===== config.mk =====
export PLATFORM = sky130hd
export DESIGN_NAME = ssmf_sorter
export DESIGN_NICKNAME = d
export VERILOG_FILES = /design/src/ssmf_pkg.sv /design/src/ssmf_sorter.sv
export VERILOG_INCLUDE_DIRS = /design/src /design/src/src
export SDC_FILE = /design/constraint.sdc
export NUM_CORES = 1
export LEC_CHECK = 0
export ABC_AREA = 1
export BUFFER_PORTS_ARGS = -buffer_cell sky130_fd_sc_hd__buf_2
export CORE_MARGIN = 2
export CORE_UTILIZATION = 61
export DETAILED_ROUTE_END_ITERATION = 10
export MAX_ROUTING_LAYER = met4
export PLACE_DENSITY = 0.91
export SYNTH_ARGS = -nofsm -noshare
export SYNTH_HDL_FRONTEND = slang
export SYNTH_SLANG_ARGS = --single-unit

===== constraint.sdc =====
create_clock -name clk -period 5.7 [get_ports clk]
set_clock_uncertainty 0.1 [all_clocks]
set_input_delay 0.285 -clock clk [delete_from_list [all_inputs] [get_ports clk]]
set_output_delay 0.285 -clock clk [all_outputs]
set_load 0.01 [all_outputs]

===== src/sorted_snake_matrix_fill_core_defines.svh =====
// Assertion macros shared by the sorted snake matrix modules.
// Each macro expects clk and rst_n to be visible in the including module.
`ifndef SORTED_SNAKE_MATRIX_FILL_CORE_DEFINES_SVH
`define SORTED_SNAKE_MATRIX_FILL_CORE_DEFINES_SVH

// Check a same-cycle implication, quiet while reset is asserted.
`define SSMF_ASSERT_IMPL(label, ante, cons, msg) \
    label: assert property (@(posedge clk) disable iff (!rst_n) (ante) |-> (cons)) \
        else $error(msg);

// Check an implication in the following cycle, quiet while reset is asserted.
`define SSMF_ASSERT_NEXT(label, ante, cons, msg) \
    label: assert property (@(posedge clk) disable iff (!rst_n) (ante) |=> (cons)) \
        else $error(msg);

`endif


===== src/ssmf_pkg.sv =====
// Shared constants, types and helpers of the sorted snake matrix block.
// No dependencies; the sorter, the top level and the bench import this package.
`timescale 1ns / 1ps

package ssmf_pkg;

    // Sizing
    localparam int MAX_DIM     = 16;
    localparam int DATA_WIDTH  = 32;
    localparam int STORE_DEPTH = MAX_DIM * MAX_DIM;
    localparam int ADDR_W      = $clog2(STORE_DEPTH);
    localparam int CNT_W       = $clog2(STORE_DEPTH + 1);
    localparam int DIM_W       = $clog2(MAX_DIM + 1);

    // Port field widths
    localparam int CMD_W     = 2;
    localparam int VALUE_W   = 32;
    localparam int POS_W     = 4;
    localparam int CFG_W     = 5;
    localparam int CFG_IDX_W = 1;
    localparam int STATUS_W  = 2;

    // Commands
    localparam logic [CMD_W-1:0] CMD_LOAD  = 2'd0;
    localparam logic [CMD_W-1:0] CMD_READ  = 2'd1;
    localparam logic [CMD_W-1:0] CMD_CLEAR = 2'd2;

    // Result status codes
    localparam logic [STATUS_W-1:0] ST_OK         = 2'd0;
    localparam logic [STATUS_W-1:0] ST_NOT_SORTED = 2'd1;
    localparam logic [STATUS_W-1:0] ST_RANGE      = 2'd2;
    localparam logic [STATUS_W-1:0] ST_OVERFLOW   = 2'd3;

    // Register indexes and reset value
    localparam logic [CFG_IDX_W-1:0] REG_ROW_COUNT = 1'b0;
    localparam logic [CFG_IDX_W-1:0] REG_COL_COUNT = 1'b1;
    localparam logic [CFG_W-1:0]     DIM_RESET     = 5'd1;

    typedef logic signed [DATA_WIDTH-1:0] elem_t;

    // Read and write requests issued to the element memory
    typedef struct packed {
        logic              wr_en;
        logic [ADDR_W-1:0] wr_addr;
        elem_t             wr_data;
        logic              rd_en;
        logic [ADDR_W-1:0] rd_addr;
    } ram_req_t;

    // Sort launch from the controller
    typedef struct packed {
        logic             start;
        logic [CNT_W-1:0] count;
    } sort_cmd_t;

    // Map a register value onto 1..MAX_DIM
    function automatic logic [DIM_W-1:0] clamp_dim(input logic [CFG_W-1:0] d);
        logic [DIM_W-1:0] r;
        if (d == '0) begin
            r = DIM_W'(1);
        end
        else if (int'(d) > MAX_DIM) begin
            r = DIM_W'(MAX_DIM);
        end
        else begin
            r = DIM_W'(d);
        end
        return r;
    endfunction

    // Wrap an input value to the stored width
    function automatic elem_t to_elem(input logic signed [VALUE_W-1:0] v);
        return DATA_WIDTH'(v);
    endfunction

    // Sign-extend or cut a stored value to the port width
    function automatic logic signed [VALUE_W-1:0] from_elem(input elem_t e);
        return VALUE_W'(e);
    endfunction

endpackage


===== src/ssmf_sorter.sv =====
// In-memory bubble sort sequencer: streams each pass through the element RAM.
// Depends on ssmf_pkg and the assertion macro header.
`timescale 1ns / 1ps
`include "sorted_snake_matrix_fill_core_defines.svh"

module ssmf_sorter (
    input  logic                 clk,
    input  logic                 rst_n,
    input  ssmf_pkg::sort_cmd_t  cmd,
    input  ssmf_pkg::elem_t      rd_data,
    output ssmf_pkg::ram_req_t   ram_req,
    output logic                 busy
);
    import ssmf_pkg::*;

    typedef enum logic [2:0] {
        SRT_IDLE = 3'b001,
        SRT_RUN  = 3'b010,
        SRT_TAIL = 3'b100
    } srt_state_t;

    srt_state_t       state_reg, state_next;
    logic [CNT_W-1:0] pass_len_reg, pass_len_next;
    logic [CNT_W-1:0] rd_idx_reg, rd_idx_next;
    logic [CNT_W-1:0] rd_at_reg, rd_at_next;
    logic             rd_vld_reg, rd_vld_next;
    elem_t            carry_reg, carry_next;
    logic [CNT_W-1:0] last_idx;

    assign last_idx = pass_len_reg - CNT_W'(1);
    assign busy     = (state_reg != SRT_IDLE);

    // Carry the running maximum along the pass, drop the smaller value behind it
    always_comb
    begin
        state_next    = state_reg;
        pass_len_next = pass_len_reg;
        rd_idx_next   = rd_idx_reg;
        rd_at_next    = rd_at_reg;
        rd_vld_next   = 1'b0;
        carry_next    = carry_reg;
        ram_req       = '0;
        unique case (state_reg)
            SRT_IDLE:
            begin
                if (cmd.start)
                begin
                    pass_len_next = cmd.count;
                    rd_idx_next   = '0;
                    state_next    = SRT_RUN;
                end
            end
            SRT_RUN:
            begin
                if (rd_idx_reg < pass_len_reg)
                begin
                    ram_req.rd_en   = 1'b1;
                    ram_req.rd_addr = rd_idx_reg[ADDR_W-1:0];
                    rd_idx_next     = rd_idx_reg + CNT_W'(1);
                    rd_vld_next     = 1'b1;
                    rd_at_next      = rd_idx_reg;
                end
                if (rd_vld_reg)
                begin
                    if (rd_at_reg == '0)
                    begin
                        carry_next = rd_data;
                    end
                    else
                    begin
                        ram_req.wr_en   = 1'b1;
                        ram_req.wr_addr = ADDR_W'(rd_at_reg - CNT_W'(1));
                        if (carry_reg > rd_data)
                        begin
                            ram_req.wr_data = rd_data;
                        end
                        else
                        begin
                            ram_req.wr_data = carry_reg;
                            carry_next      = rd_data;
                        end
                    end
                    if (rd_at_reg == last_idx)
                    begin
                        state_next = SRT_TAIL;
                    end
                end
            end
            SRT_TAIL:
            begin
                // Park the pass maximum at the end and shorten the next pass
                ram_req.wr_en   = 1'b1;
                ram_req.wr_addr = last_idx[ADDR_W-1:0];
                ram_req.wr_data = carry_reg;
                pass_len_next   = last_idx;
                rd_idx_next     = '0;
                state_next      = (last_idx < CNT_W'(2)) ? SRT_IDLE : SRT_RUN;
            end
            default:
            begin
                state_next = SRT_IDLE;
            end
        endcase
    end

    // Hold control state
    always_ff @(posedge clk or negedge rst_n)
    begin
        if (!rst_n)
        begin
            state_reg    <= SRT_IDLE;
            pass_len_reg <= '0;
            rd_idx_reg   <= '0;
            rd_at_reg    <= '0;
            rd_vld_reg   <= 1'b0;
        end
        else
        begin
            state_reg    <= state_next;
            pass_len_reg <= pass_len_next;
            rd_idx_reg   <= rd_idx_next;
            rd_at_reg    <= rd_at_next;
            rd_vld_reg   <= rd_vld_next;
        end
    end

    // Payload register
    always_ff @(posedge clk)
    begin
        carry_reg <= carry_next;
    end

    `SSMF_ASSERT_IMPL(a_wr_inside_pass, ram_req.wr_en, ram_req.wr_addr < pass_len_reg,
        "sorter writes beyond the current pass")
    `SSMF_ASSERT_IMPL(a_no_rw_collision, ram_req.wr_en && ram_req.rd_en,
        ram_req.wr_addr != ram_req.rd_addr, "sorter reads and writes one entry at once")
    `SSMF_ASSERT_IMPL(a_start_when_idle, cmd.start, state_reg == SRT_IDLE,
        "sort launched while a sort is running")

endmodule


---- Word level (Yosys, flattened, before mapping) ----
Index checks and enable logic that the tools add are counted.
operators by class
  add/sub/neg operators ................... 3
  $lt $le $gt $ge ......................... 3
  equal/unequal tests ..................... 10
  mux-type cells .......................... 20
  reduce and logical (&&, ||, !) cells .... 8
operators by type and width
  operator             number
  $mux 32              3
  $mux 41              2
  $pmux 41 s2          1
  $mux 9               5
  $gt 32x32->1         1
  $pmux 9 s3           1
  $pmux 9 s2           1
  $ne 2x2->1 const B   5
  $add 9x1->9 const B  1
  $eq 9x9->1           1
  $logic_not 9->1      1
  $lt 9x2->1 const B   1
  $lt 9x9->1           1
  $mux 3               3
  $pmux 3 s3           1
  $reduce_and 3->1     3
  $sub 9x1->9 const B  1
  $sub 8x1->8 const B  1
  $reduce_and 2->1     2
  $eq 3x1->1 const B   1
  $eq 3x2->1 const B   1
  $eq 3x3->1 const B   1
  $ne 3x1->1 const B   1
  $reduce_bool 3->1    1
  3 further kinds      4
word-level totals
  register bits after elaboration ......... 63
  bits of input ports ..................... 44
  output and inout port bits .............. 51

---- Depth between registers and ports, before layout ----
  word-level depth ........................ 5
  mapped depth ............................ 19

---- Worst setup path after synthesis ----
Ideal clock, no wire load.
  path type ............................... reg2reg
  from .................................... register carry_reg[31]
  to ...................................... register carry_reg[0] (enable)
  setup time .............................. 387 ps
  arrival time ............................ 2492 ps
  data required time ...................... 5213 ps
  path slack .............................. 2722 ps
  stages on the path, launching flop included .. 13
  path buffers ............................ 2
  clock period less this slack ............ 2978 ps
  path through ............................ edfxtp_1 ha_1 nand2_1 nor2_2 nand2_1 inv_2 nand4_1 or3_1 buf_2 nand3_4 buf_8 o21ai_1 inv_1
between the ends
  longest elaborated chain between the ends .. 3
RTL lines
  item                               RTL line            source
  from (decl)                        ssmf_sorter.sv:27   elem_t carry_reg, carry_next;
  from (signal assigned)             ssmf_sorter.sv:130  carry_reg <= carry_next;
  $gt 32x32->1                       ssmf_sorter.sv:73   if (carry_reg > rd_data)
  $ne 2x2->1 (no source line)        n/a
  $reduce_and 3->1 (no source line)  n/a
No other way between the ends.
A chain may end at the register's enable or synchronous reset.

==> results.toml <==
[logic_synthesis]
synth_top_family_by_area = "simple AND/OR/NAND/NOR gates"
yosysMostFrequentCell = "nand2_1"
avgSynthCellArea_um2 = 7.33
synthTopCellsByArea = "edfxtp_1 (20%), dfrtp_1 (15%), nand2_1 (15%), ha_1 (11%), inv_1 (8.5%)"
synth_edf_count = 32
syn-cell-area_um2 = 4870
ys_types = 35
ys.flop_type = "edfxtp_1"
synth_compound_area_frac = 0.0837
synth-seq-cells = 63
synth-xor-area-share = 0.0341
synth_top_area_frac = 0.197
yosys.area_share.simple = 0.300
synth_commonest_cells = "nand2_1 (194), inv_1 (110), nand3_1 (46), ha_1 (43), nand4_1 (37)"
synth-async-reset-ratio = 0.492
synth.area.mux_share = 0
synth_nets = 752
yosysWarnings = 0
synth_top_cell_by_area = "edfxtp_1"
synthCells = 665
synth_fa_ha_area_frac = 0.110
ys_seq_area_frac = 0.357

[clock_tree]
root_buffer = "clkbuf_8"
numClockSinks = 63
cts_setup_buffers = 0
postCtsResizedCells = 0
h-tree-depth = 3
numCtsBuffers = 9
path_clk_slew_ns = 0.08
insertion_delay_ns = 0.35
ctsLongestPathBuffers = 2
tritoncts = "done"

[placed_design]
placed_area_um2 = 5370
place_hpwl_um = 9380
routabilityCongestion = 0.977
io_buffer_count = 94

[grt]
grt_pass1_wl_um = 21200
antenna_found_initial = 0
overflow = 0
grt_max_degree = 44
grt_pass1_vias = 4596
track_usage = 0.315

[routing]
drt-pass1-iter-count = 5
ant_nets = 0
vias = 4951
vias_per_cell = 5.78
drc_errors = 0
drt-wirelength-per-cell_um = 15.2
wl_um = 13000
drt_iter0_drc = 443

[sta]
finalCritPeriodShare = 0.759
finalMaxSlewViolations = 0
max-slew-margin-rel = 0.143
setup-violations-final = 0
worstMarginPinSlew_ns = 1.28
fmax_ghz = 0.231
fin_crit_ns = 4.33
hold_viol = 0
tns_ns = 0
hold_ws_ns = 0.0133
rsz0062_at_grt = "false"

[critical_path]
worstPathArrival_ns = 3.94
rrSetupSlack_ns = 1.71
critical_path_class = "reg2out"
end_kind = "output port"
cp_max_fo = 33
worstReg2RegStart = "carry_reg[21]"
r2r_end = "carry_reg[23]"
reg2regPathDepth = 11
worstSetupStartpointType = "register"
worstPathRequired_ns = 5.32

[hold_path]
hp-class = "in2reg"
hold_start = "rd_data[29]"
min_path_cells = 1
worstHoldEndpoint = "carry_reg[29]"

[die]
core_um2 = 7730
num_rows = 32
die-height_um = 93.4
dieWidth_um = 93.4
pin_count = 95
start_util = 0.631
dieArea_um2 = 8720

[pwr]
p_sw_frac = 0.433
power_w = 0.00176
ir_worst_vdd_v = 0.000320
combPwrFrac = 0.432
pwr-share-seq = 0.352
powerDensity_nw_per_um2 = 315
leakage_nw = 3.04
power.internal_w = 0.000997
p_sw_w = 0.000761
clock_power_share = 0.216

[final_layout]
fin_util = 0.721
largest_reg_flops = 32
antennaDiodeCount = 0
postLayoutCellArea_um2 = 5570
fin_nets = 837
drive_gt1_frac = 0.163
area_growth_pct = 14.3

[run]
maxCapViolations = 0

[status]
status = "finished clean"
[placed cells by master, fill, tap and decap left out, types with 2 or more instances in the layout]
cell / n
a21oi_1: 24
buf_2: 94
buf_4: 4
clkbuf_8: 9
clkinv_2: 2
clkinv_4: 3
dfrtp_1: 30
edfxtp_1: 32
ha_1: 43
inv_1: 110
inv_2: 2
nand2_1: 194
nand3_1: 46
nand4_1: 37
nor2_1: 36
nor3_1: 7
nor3_4: 2
nor3b_1: 2
o211ai_1: 10
o21a_1: 2
o21ai_0: 26
o21bai_1: 4
or3_1: 2
xnor2_1: 3
xor2_1: 16
[area by class of cell]
class / instances / area [µm²]
Clock inverter: 6 / 42.5
Timing Repair Buffer: 99 / 510
Inverter: 112 / 420
Sequential cell: 63 / 1740
Multi-Input combinational cell: 465 / 2590
Tap cell: 102 / 128
Fill cell: 590 / 2150
Clock buffer: 10 / 149
[worst max-delay path, stage by stage, from the launching register on]
cell and delay (ns):
edfxtp_1 0.44, ha_1 0.32, a21oi_1 0.18, o21a_1 0.14
nand2_1 0.06, a21oi_1 0.19, nand2_1 0.09, nand2_1 0.88
nand3_4 0.64, nand2_1 0.24, nand2_1 0.07, a21oi_1 0.16
buf_2 0.16
[cells by family (layout without fill, tap and decap cells)]
| kind of cell | count (synthesis) | after routing |
|---|---|---|
| simple gates | 332 | 332 |
| buf+inv | 137 | 227 |
| flops | 63 | 63 |
| fa+ha+maj | 43 | 43 |
| compound gates | 71 | 71 |
| xor+xnor | 19 | 19 |
[timing repair]
item	in CTS	in global routing
setup endpoints to repair	0	0
hold buffers	1	0
hold endpoints to repair	30	0
[metrics by stage]
step | worst slack (ns) | instances
after CTS | 1.45 | 857
final | 1.37 | 857
after floorplan | 2.72 | 665
after global placement | 1.95 | 840
after detailed placement | 1.81 | 840
after global routing | 1.15 | 857
[metal layers]
| metal | track usage | wire length, µm |
|---|---|---|
| met5 | - | 0 |
| met4 | 0.102 | 233 |
| met3 | 0.0467 | 1280 |
| met2 | 0.490 | 6110 |
| met1 | 0.429 | 5410 |
[worst max path at each step]
stage | start | end | slack (ns) | depth (start not counted)
global route | carry_reg[19] | ram_req[18] | 1.15 | 15
finish | carry_reg[21] | ram_req[18] | 1.37 | 12
floorplan | carry_reg[31] | carry_reg[0] | 2.72 | 12
CTS | carry_reg[31] | ram_req[18] | 1.45 | 12
global placement | rd_data[31] | carry_reg[30] | 1.95 | 13
detailed placement | rd_data[23] | carry_reg[15] | 1.81 | 13
[power groups by stage]
stage | clock network, W | registers, W | logic, W
after detailed placement | 0 | 0.000625 | 0.000746
after global routing | 0.000405 | 0.000628 | 0.000855
after CTS | 0.000383 | 0.000617 | 0.000751
after global placement | 0 | 0.000620 | 0.000720
after floorplan | 0 | 0.000608 | 0.000564
final | 0.000380 | 0.000619 | 0.000760
(Power assumes the default switching activity.)
